<file path="src/design/acalu_pkg.sv">
package acalu_pkg;

    localparam int QUEUE_DEPTH = 2;

    // operation codes of the op field
    localparam logic [4:0] OP_ADD  = 5'd0;
    localparam logic [4:0] OP_ADC  = 5'd1;
    localparam logic [4:0] OP_SUB  = 5'd2;
    localparam logic [4:0] OP_SBB  = 5'd3;
    localparam logic [4:0] OP_ANA  = 5'd4;
    localparam logic [4:0] OP_XRA  = 5'd5;
    localparam logic [4:0] OP_ORA  = 5'd6;
    localparam logic [4:0] OP_CMP  = 5'd7;
    localparam logic [4:0] OP_RLC  = 5'd8;
    localparam logic [4:0] OP_RRC  = 5'd9;
    localparam logic [4:0] OP_RAL  = 5'd10;
    localparam logic [4:0] OP_RAR  = 5'd11;
    localparam logic [4:0] OP_DAA  = 5'd12;
    localparam logic [4:0] OP_CMA  = 5'd13;
    localparam logic [4:0] OP_STC  = 5'd14;
    localparam logic [4:0] OP_CMC  = 5'd15;
    localparam logic [4:0] OP_INR  = 5'd16;
    localparam logic [4:0] OP_DCR  = 5'd17;
    localparam logic [4:0] OP_LOAD = 5'd18;

    // decimal adjust constants
    localparam logic [7:0] DAA_LO_ADJ = 8'h06;
    localparam logic [7:0] DAA_HI_ADJ = 8'h60;
    localparam logic [3:0] BCD_MAX    = 4'h9;

    // operation class after decode
    typedef enum logic [4:0] {
        K_ADD, K_SUB, K_AND, K_XOR, K_OR, K_CMP,
        K_RLC, K_RRC, K_RAL, K_RAR, K_DAA, K_CMA,
        K_STC, K_CMC, K_INR, K_DCR, K_LOAD, K_NOP
    } op_kind_t;

    // decoded word handed from front to back
    typedef struct packed {
        op_kind_t   kind;
        logic       use_carry;
        logic [7:0] operand;
    } uop_t;

    typedef struct packed {
        logic p;
        logic s;
        logic z;
        logic ac;
        logic cy;
    } flags_t;

endpackage

</file>
<file path="src/design/acalu_decode.sv">
module acalu_decode
    import acalu_pkg::*;
(
    input  logic [4:0] op,
    input  logic [7:0] operand,
    output uop_t       uop
);

    // classify the operation and fold the carry-in forms (ADC, SBB) into add and subtract
    always_comb
    begin
        uop.operand   = operand;
        uop.use_carry = 1'b0;
        unique case (op)
            OP_ADD:  uop.kind = K_ADD;
            OP_ADC:
            begin
                uop.kind      = K_ADD;
                uop.use_carry = 1'b1;
            end
            OP_SUB:  uop.kind = K_SUB;
            OP_SBB:
            begin
                uop.kind      = K_SUB;
                uop.use_carry = 1'b1;
            end
            OP_ANA:  uop.kind = K_AND;
            OP_XRA:  uop.kind = K_XOR;
            OP_ORA:  uop.kind = K_OR;
            OP_CMP:  uop.kind = K_CMP;
            OP_RLC:  uop.kind = K_RLC;
            OP_RRC:  uop.kind = K_RRC;
            OP_RAL:  uop.kind = K_RAL;
            OP_RAR:  uop.kind = K_RAR;
            OP_DAA:  uop.kind = K_DAA;
            OP_CMA:  uop.kind = K_CMA;
            OP_STC:  uop.kind = K_STC;
            OP_CMC:  uop.kind = K_CMC;
            OP_INR:  uop.kind = K_INR;
            OP_DCR:  uop.kind = K_DCR;
            OP_LOAD: uop.kind = K_LOAD;
            default: uop.kind = K_NOP;
        endcase
    end

endmodule

</file>
<file path="src/design/acalu_queue.sv">
module acalu_queue
    import acalu_pkg::*;
#(
    parameter int Depth = QUEUE_DEPTH
)
(
    input  logic clk,
    input  logic rst_n,
    input  logic push,
    input  uop_t push_word,
    output logic full,
    input  logic pop,
    output logic head_valid,
    output uop_t head_word
);

    localparam int PtrW = $clog2(Depth);
    localparam int CntW = $clog2(Depth + 1);

    uop_t            mem_reg [Depth];
    logic [PtrW-1:0] wr_ptr_reg, wr_ptr_next;
    logic [PtrW-1:0] rd_ptr_reg, rd_ptr_next;
    logic [CntW-1:0] count_reg, count_next;

    assign full       = (count_reg == CntW'(Depth));
    assign head_valid = (count_reg != '0);
    assign head_word  = mem_reg[rd_ptr_reg];

    // pointer and fill count update
    always_comb
    begin
        wr_ptr_next = wr_ptr_reg;
        rd_ptr_next = rd_ptr_reg;
        count_next  = count_reg;
        if (push)
        begin
            wr_ptr_next = (wr_ptr_reg == PtrW'(Depth - 1)) ? '0 : wr_ptr_reg + 1'b1;
        end
        if (pop)
        begin
            rd_ptr_next = (rd_ptr_reg == PtrW'(Depth - 1)) ? '0 : rd_ptr_reg + 1'b1;
        end
        if (push && !pop)
        begin
            count_next = count_reg + 1'b1;
        end
        else if (pop && !push)
        begin
            count_next = count_reg - 1'b1;
        end
    end

    always_ff @(posedge clk or negedge rst_n)
    begin
        if (!rst_n)
        begin
            wr_ptr_reg <= '0;
            rd_ptr_reg <= '0;
            count_reg  <= '0;
        end
        else
        begin
            wr_ptr_reg <= wr_ptr_next;
            rd_ptr_reg <= rd_ptr_next;
            count_reg  <= count_next;
        end
    end

    // storage
    always_ff @(posedge clk)
    begin
        if (push)
        begin
            mem_reg[wr_ptr_reg] <= push_word;
        end
    end

    // fill count stays in range
    assert property (@(posedge clk) disable iff (!rst_n) count_reg <= CntW'(Depth))
        else $error("queue count out of range");

    // never pop an empty queue
    assert property (@(posedge clk) disable iff (!rst_n) pop |-> head_valid)
        else $error("pop from empty queue");

    // never push a full queue
    assert property (@(posedge clk) disable iff (!rst_n) push |-> !full)
        else $error("push into full queue");

endmodule

</file>
<file path="src/design/acalu_exec.sv">
module acalu_exec
    import acalu_pkg::*;
(
    input  logic       clk,
    input  logic       rst_n,
    input  logic       head_valid,
    input  uop_t       head_word,
    output logic       pop,
    output logic       out_valid,
    input  logic       out_stall,
    output logic [7:0] result,
    output logic       carry_flag,
    output logic       aux_carry_flag,
    output logic       zero_flag,
    output logic       sign_flag,
    output logic       parity_flag
);

    logic [7:0] acc_reg, acc_next;
    flags_t     flags_reg, flags_next;
    logic       out_valid_reg, out_valid_next;
    logic [7:0] result_reg;

    logic [7:0] a;
    logic [7:0] b;
    logic       cin;
    logic [8:0] add_sum;
    logic [4:0] add_nib;
    logic [8:0] sub_dif;
    logic [4:0] sub_nib;
    logic       daa_lo;
    logic       daa_hi;
    logic [8:0] daa_t1;
    logic [9:0] daa_t2;
    logic [7:0] res;
    logic       set_zsp;

    assign a   = acc_reg;
    assign b   = head_word.operand;
    assign cin = head_word.use_carry & flags_reg.cy;
    assign pop = head_valid && (!out_valid_reg || !out_stall);

    // shared adders
    assign add_sum = {1'b0, a} + {1'b0, b} + {8'd0, cin};
    assign add_nib = {1'b0, a[3:0]} + {1'b0, b[3:0]} + {4'd0, cin};
    assign sub_dif = {1'b0, a} - {1'b0, b} - {8'd0, cin};
    assign sub_nib = {1'b0, a[3:0]} - {1'b0, b[3:0]} - {4'd0, cin};

    // decimal adjust, low then high nibble correction
    // high step also sees a carry raised by the low step
    assign daa_lo = (a[3:0] > BCD_MAX) || flags_reg.ac;
    assign daa_t1 = daa_lo ? ({1'b0, a} + {1'b0, DAA_LO_ADJ}) : {1'b0, a};
    assign daa_hi = (daa_t1[7:4] > BCD_MAX) || flags_reg.cy || daa_t1[8];
    assign daa_t2 = daa_hi ? ({1'b0, daa_t1} + {2'b00, DAA_HI_ADJ}) : {1'b0, daa_t1};

    // operation execute
    always_comb
    begin
        acc_next   = acc_reg;
        flags_next = flags_reg;
        res        = acc_reg;
        set_zsp    = 1'b0;
        case (head_word.kind)
            K_ADD:
            begin
                res           = add_sum[7:0];
                flags_next.cy = add_sum[8];
                flags_next.ac = add_nib[4];
                set_zsp       = 1'b1;
                acc_next      = res;
            end
            K_SUB:
            begin
                res           = sub_dif[7:0];
                flags_next.cy = sub_dif[8];
                flags_next.ac = sub_nib[4];
                set_zsp       = 1'b1;
                acc_next      = res;
            end
            K_CMP:
            begin
                // flags follow the difference, output carries the accumulator
                res           = acc_reg;
                flags_next.cy = sub_dif[8];
                flags_next.ac = sub_nib[4];
                flags_next.z  = (sub_dif[7:0] == 8'd0);
                flags_next.s  = sub_dif[7];
                flags_next.p  = ~^sub_dif[7:0];
            end
            K_AND:
            begin
                res           = a & b;
                flags_next.cy = 1'b0;
                flags_next.ac = a[3] | b[3];
                set_zsp       = 1'b1;
                acc_next      = res;
            end
            K_XOR:
            begin
                res           = a ^ b;
                flags_next.cy = 1'b0;
                flags_next.ac = 1'b0;
                set_zsp       = 1'b1;
                acc_next      = res;
            end
            K_OR:
            begin
                res           = a | b;
                flags_next.cy = 1'b0;
                flags_next.ac = 1'b0;
                set_zsp       = 1'b1;
                acc_next      = res;
            end
            K_RLC:
            begin
                res           = {a[6:0], a[7]};
                flags_next.cy = a[7];
                acc_next      = res;
            end
            K_RRC:
            begin
                res           = {a[0], a[7:1]};
                flags_next.cy = a[0];
                acc_next      = res;
            end
            K_RAL:
            begin
                res           = {a[6:0], flags_reg.cy};
                flags_next.cy = a[7];
                acc_next      = res;
            end
            K_RAR:
            begin
                res           = {flags_reg.cy, a[7:1]};
                flags_next.cy = a[0];
                acc_next      = res;
            end
            K_DAA:
            begin
                res           = daa_t2[7:0];
                flags_next.ac = daa_lo && (a[3:0] > BCD_MAX);
                flags_next.cy = flags_reg.cy | daa_t1[8] | daa_t2[8] | daa_t2[9];
                set_zsp       = 1'b1;
                acc_next      = res;
            end
            K_CMA:
            begin
                res      = ~a;
                acc_next = res;
            end
            K_STC:
            begin
                flags_next.cy = 1'b1;
            end
            K_CMC:
            begin
                flags_next.cy = ~flags_reg.cy;
            end
            K_INR:
            begin
                res           = b + 8'd1;
                flags_next.ac = (b[3:0] == 4'hF);
                set_zsp       = 1'b1;
            end
            K_DCR:
            begin
                res           = b - 8'd1;
                flags_next.ac = (b[3:0] == 4'h0);
                set_zsp       = 1'b1;
            end
            K_LOAD:
            begin
                res      = b;
                acc_next = res;
            end
            default:
            begin
                res = acc_reg;
            end
        endcase
        if (set_zsp)
        begin
            flags_next.z = (res == 8'd0);
            flags_next.s = res[7];
            flags_next.p = ~^res;
        end
    end

    // output word register
    always_comb
    begin
        if (pop)
        begin
            out_valid_next = 1'b1;
        end
        else if (out_stall)
        begin
            out_valid_next = out_valid_reg;
        end
        else
        begin
            out_valid_next = 1'b0;
        end
    end

    always_ff @(posedge clk or negedge rst_n)
    begin
        if (!rst_n)
        begin
            acc_reg       <= '0;
            flags_reg     <= '0;
            out_valid_reg <= 1'b0;
        end
        else
        begin
            out_valid_reg <= out_valid_next;
            if (pop)
            begin
                acc_reg   <= acc_next;
                flags_reg <= flags_next;
            end
        end
    end

    always_ff @(posedge clk)
    begin
        if (pop)
        begin
            result_reg <= res;
        end
    end

    assign out_valid      = out_valid_reg;
    assign result         = result_reg;
    assign carry_flag     = flags_reg.cy;
    assign aux_carry_flag = flags_reg.ac;
    assign zero_flag      = flags_reg.z;
    assign sign_flag      = flags_reg.s;
    assign parity_flag    = flags_reg.p;

    // compare leaves the accumulator alone
    assert property (@(posedge clk) disable iff (!rst_n)
        pop && head_word.kind == K_CMP |=> acc_reg == $past(acc_reg))
        else $error("compare changed accumulator");

    // increment and decrement keep carry and accumulator
    assert property (@(posedge clk) disable iff (!rst_n)
        pop && (head_word.kind == K_INR || head_word.kind == K_DCR)
        |=> flags_reg.cy == $past(flags_reg.cy) && acc_reg == $past(acc_reg))
        else $error("inr/dcr touched carry or accumulator");

    // logic operations clear carry
    assert property (@(posedge clk) disable iff (!rst_n)
        pop && (head_word.kind == K_AND || head_word.kind == K_XOR || head_word.kind == K_OR)
        |=> !flags_reg.cy)
        else $error("logic op left carry set");

    // state only moves when a word is issued
    assert property (@(posedge clk) disable iff (!rst_n)
        !pop |=> acc_reg == $past(acc_reg) && flags_reg == $past(flags_reg))
        else $error("state changed without issue");

endmodule

</file>
<file path="src/design/i8080_accumulator_alu_unit.sv">
// Accumulator ALU with carry, aux carry, zero, sign and even-parity flags. Each input word
// carries an operation code and an operand byte; each produces exactly one output word
// holding the new byte and all five flags. A decoder classifies the word into a small
// queue, and the execute stage drains it against the accumulator. Throughput is one word
// per clock while the output is not stalled, set by the accumulator and flag feedback
// loop in the execute stage. An accepted word passes through a queue slot and then the
// output register on its way out. The queue depth sets how many words the input side can
// absorb while the output is stalled, on top of the one word held in the output register.
module i8080_accumulator_alu_unit
    import acalu_pkg::*;
#(
    parameter int QueueDepth = QUEUE_DEPTH
)
(
    input  logic       clk,
    input  logic       rst_n,
    input  logic       in_valid,
    output logic       in_stall,
    input  logic [4:0] op,
    input  logic [7:0] operand,
    output logic       out_valid,
    input  logic       out_stall,
    output logic [7:0] result,
    output logic       carry_flag,
    output logic       aux_carry_flag,
    output logic       zero_flag,
    output logic       sign_flag,
    output logic       parity_flag
);

    uop_t dec_word;
    uop_t head_word;
    logic q_full;
    logic head_valid;
    logic pop;
    logic push;

    assign in_stall = q_full;
    assign push     = in_valid && !q_full;

    // front: decode
    acalu_decode u_decode (
        .op      (op),
        .operand (operand),
        .uop     (dec_word)
    );

    // queue between decode and execute
    acalu_queue #(
        .Depth (QueueDepth)
    ) u_queue (
        .clk        (clk),
        .rst_n      (rst_n),
        .push       (push),
        .push_word  (dec_word),
        .full       (q_full),
        .pop        (pop),
        .head_valid (head_valid),
        .head_word  (head_word)
    );

    // back: execute and output register
    acalu_exec u_exec (
        .clk            (clk),
        .rst_n          (rst_n),
        .head_valid     (head_valid),
        .head_word      (head_word),
        .pop            (pop),
        .out_valid      (out_valid),
        .out_stall      (out_stall),
        .result         (result),
        .carry_flag     (carry_flag),
        .aux_carry_flag (aux_carry_flag),
        .zero_flag      (zero_flag),
        .sign_flag      (sign_flag),
        .parity_flag    (parity_flag)
    );

endmodule
</file>
<file path="config.mk">
export PLATFORM = sky130hd
export DESIGN_NAME = i8080_accumulator_alu_unit
export DESIGN_NICKNAME = d
export VERILOG_FILES = /design/src/design/acalu_pkg.sv /design/src/design/acalu_decode.sv /design/src/design/acalu_queue.sv /design/src/design/acalu_exec.sv /design/src/design/i8080_accumulator_alu_unit.sv
export SDC_FILE = /design/constraint.sdc
export NUM_CORES = 1
export LEC_CHECK = 0
export ABC_AREA = 1
export ABC_CLOCK_PERIOD_IN_PS = 5300
export BUFFER_PORTS_ARGS = -buffer_cell sky130_fd_sc_hd__buf_2
export CAP_MARGIN = 5
export CORE_UTILIZATION = 30
export CTS_CLUSTER_SIZE = 24
export DETAILED_ROUTE_END_ITERATION = 8
export PLACE_DENSITY_LB_ADDON = 0.3
export SKIP_LAST_GASP = 1
export SLEW_MARGIN = 10
export SYNTH_ARGS = -nofsm -noshare
export SYNTH_HDL_FRONTEND = slang
export SYNTH_SLANG_ARGS = --single-unit
</file>
<file path="constraint.sdc">
create_clock -name clk -period 5.3 [get_ports clk]
set_clock_uncertainty 0.2 [all_clocks]
set_input_delay 0 -clock clk [delete_from_list [all_inputs] [get_ports clk]]
set_output_delay 0 -clock clk [all_outputs]
set_load 0.005 [all_outputs]
</file>
==> flow_summary_export.csv <==
group,metric,value,unit
run_status,status,"finished, final reports clean",
yosys,synth.net_count,810,
critical_path,timing.rr.start,"u_queue.rd_ptr_reg",
critical_path,crit_path_max_fanout,16,
sta,setup_viol,0,
placement,port_buffers,31,
critical_path,criticalPathCategory,"register to register",
placement,finalWeightedCongestion,0.996,
layout,multiInputGateArea,0.00336,mm2
die,pin_count,32,
yosys,syn-cell-area,0.00537,mm2
yosys,yosys_most_used_dff,"edfxtp_1",
sta,drv_slew,0,
layout,final_layout_size_suffix_gt1_share,14.6,%
critical_path,slowest_delay,0.88,ns
detailed_routing,drt_iter0_markers,455,
die,die_w,136,um
global_routing,grt_pass1_vias,4965,
yosys,ys_warn_count,0,
detailed_routing,ant_nets,0,
clock_network,root_buffer,"clkbuf_16",
sta,worstMarginPinSlew,1.10,ns
yosys,avgSynthCellArea,7.24,um2
hold_path,hp-class,"input port to register",
critical_path,required,5.28,ns
critical_path,cpMaxStageDelayCell,"o21ai_0",
detailed_routing,vias,5189,
global_routing,grt_start_max_net_pins,20,
global_routing,antenna_found_initial,0,
layout,syn_to_final_growth,14.2,%
clock_network,numCtsBuffers,5,
critical_path,cp-start-kind,"register",
detailed_routing,drt_pre_antenna_iters,5,
placement,hpwl,14000,um
yosys,synth_seq_area_share,28.5,%
sta,rsz0062_at_grt,"false",
detailed_routing,totalWireLength,17500,um
clock_network,clk_latency,0.31,ns
clock_network,post-cts-setup-buffer-count,0,
detailed_routing,drc,0,
die,core_area,0.0174,mm2
clock_network,clock_path_buffers,2,
sta,slew_headroom,26.2,%
clock_network,cts_tree,"yes",
sta,min_period,4.58,ns
detailed_routing,wl_per_cell,17.1,um
layout,final_nets,865,
flow_run,drv_cap,0,
die,dieArea,0.0184,mm2
global_routing,grt_pass1_wl,27200,um
critical_path,crit_chain,"buf_4, o21ai_0, inv_1, ha_1, nand2_1, inv_1, nand2_1, nand2_1, xnor2_1, o21ai_0, nor4_1, o211ai_2, inv_1, ha_1, xor2_1, xnor2_1, nand2_1, o21ai_0, o21ai_0",
clock_network,path_clk_slew,0.07,ns
layout,n_fill_cell,1879,
critical_path,cp-end-kind,"register",
critical_path,crit_start,"u_queue.rd_ptr_reg",
die,start_util,30.9,%
clock_network,htree_levels,2,
die,die_height,136,um
yosys,synth_cell_type_count,48,
global_routing,grt_util_all_layers,19.8,%
yosys,ys_ff_latch,54,
sta,min_period_over_period,86.4,%
layout,largest_reg_flops,28,
layout,num_antenna_cells,0,
sta,fmax,0.218,GHz
clock_network,cts_num_sinks,54,
detailed_routing,viasPerCell,5.08,
yosys,synthCells,741,
yosys,synth_edf_count,36,
sta,finalSetupTns,0,ns
layout,seqCellArea,0.00153,mm2
sta,hold_viol,0,
hold_path,min-delay-start,"op[1]",
critical_path,arrival,4.56,ns
die,placement_rows,48,
global_routing,globalRouteOverflowTotal,0,
yosys,async_flop_share,33.3,%
-- synthesized netlist by cell type, types with 3 or more instances --
| library cell | n | area (um2) |
|---|---|---|
| xor2_1 | 8 | 70.1 |
| inv_1 | 95 | 357 |
| nand3_2 | 6 | 60.1 |
| a21oi_1 | 23 | 115 |
| xnor2_1 | 10 | 87.6 |
| edfxtp_1 | 36 | 1080 |
| inv_2 | 13 | 48.8 |
| o211ai_1 | 7 | 52.6 |
| nor3b_1 | 4 | 30.0 |
| nand4_1 | 16 | 100 |
| nand3_1 | 33 | 165 |
| nand2_2 | 8 | 50.1 |
| or2_2 | 9 | 56.3 |
| nand2_4 | 4 | 45.0 |
| ha_1 | 47 | 588 |
| a31oi_1 | 5 | 31.3 |
| nand2_1 | 175 | 657 |
| fa_1 | 5 | 100 |
| buf_6 | 3 | 33.8 |
| dfrtp_1 | 18 | 450 |
| o21ai_2 | 8 | 70.1 |
| nor3_1 | 16 | 80.1 |
| o21ai_0 | 44 | 220 |
| nor2_2 | 10 | 62.6 |
| nor2_1 | 79 | 297 |
| o21ai_1 | 9 | 45.0 |
| nor2_4 | 6 | 67.6 |
| o21bai_1 | 4 | 30.0 |
| o22ai_1 | 14 | 87.6 |
| nand3b_1 | 3 | 22.5 |
-- logic make-up (layout without fill, tap and decap cells) --
group,Yosys count,in the layout,synth area share (%)
buf+inv,118,174,8.82
simple gates,377,377,33.1
xor+xnor,18,18,2.94
flops,54,54,28.5
fa+ha+maj,52,52,12.8
compound gates,122,122,13.8
-- per-layer routing --
| layer | up-vias | GRT usage, % | part of all wire (%) |
|---|---|---|---|
| met4 | 0 | 9.18 | 4.9 |
| met3 | 54 | 4.08 | 7.8 |
| met5 | - | 0 | 0 |
| li1 | 2570 | - | - |
| met2 | 220 | 31.8 | 44 |
| met1 | 2345 | 25.3 | 43 |
-- per-stage QoR --
step           cell area, um2  instances  hold WS, ns  setup WS (ns)  util, %
2_1_floorplan            5370        741       -0.496           1.47        -
3_3_place_gp             5790        995       -0.213          0.910     33.3
3_5_place_dp             5790        995       -0.210          0.804     33.3
4_1_cts                  6130       1022       0.0178          0.793     35.3
5_1_grt                  6130       1022       0.0454          0.263     35.3
6_report                 6130       1022       0.0160          0.721     35.3
-- final cells by class --
class	count	share of cell area [%]
clock buffer	5	2.04
clock inverter	3	0.469
inverter	111	6.84
multi-input combinational	569	54.8
sequential	54	25.0
tap	225	4.59
timing repair buffer	55	6.25
-- path summary, 6_finish.rpt --
kind                                                to  slack (ns)  cells after the start
worst max-delay path                u_exec.parity_flag        0.72                     19
worst min-delay path            u_queue.mem_reg[1][13]        0.02                      3
worst max register to register      u_exec.parity_flag        0.72                     19
worst min register to register        u_exec.sign_flag        0.28                      2
max in group asynchronous                  u_exec.a[4]        3.28                      4
min in group asynchronous             u_exec.zero_flag        0.47                      3
-- critical path, delay by kind of cell, from the launching register on --
kind / cells / cell delay, ns
adder cells (fa/ha/maj): 2 / 0.59
AND/OR/NAND/NOR: 5 / 0.56
AO/OA/AOI/OAI: 5 / 1.38
flip-flops: 1 / 0.42
XOR/XNOR: 3 / 0.62
buffers and inverters: 4 / 0.67
-- placed cells by master, fill, tap and decap left out, types with 3 or more instances in the layout --
master and count:
o21bai_1 4, nor2_2 10, fa_1 5, xor2_1 8, nor2_4 6, o211ai_1 7
nor2_1 79, nand3b_1 3, buf_2 31, a21oi_1 23, ha_1 47, o21ai_0 44
nand2_1 175, o21ai_1 9, dfrtp_1 18, nor3_1 16, inv_2 13, nand3_2 6
or2_2 9, o22ai_1 14, buf_4 5, dlygate4sd3_1 19, nand3_1 33, o21ai_2 8
a31oi_1 5, edfxtp_1 36, nor3b_1 4, xnor2_1 10, nand4_1 16, nand2_4 4
clkbuf_16 5, nand2_2 8, inv_1 95
-- what timing repair did --
| action | 4_1_cts | 5_1_grt |
|---|---|---|
| resized for setup | 0 | 0 |
| hold buffers | 19 | 0 |
| hold endpoints to repair | 42 | 0 |
Power is not shown: default switching activity piles up to over one toggle a cycle in this logic, so the estimate is an artifact.
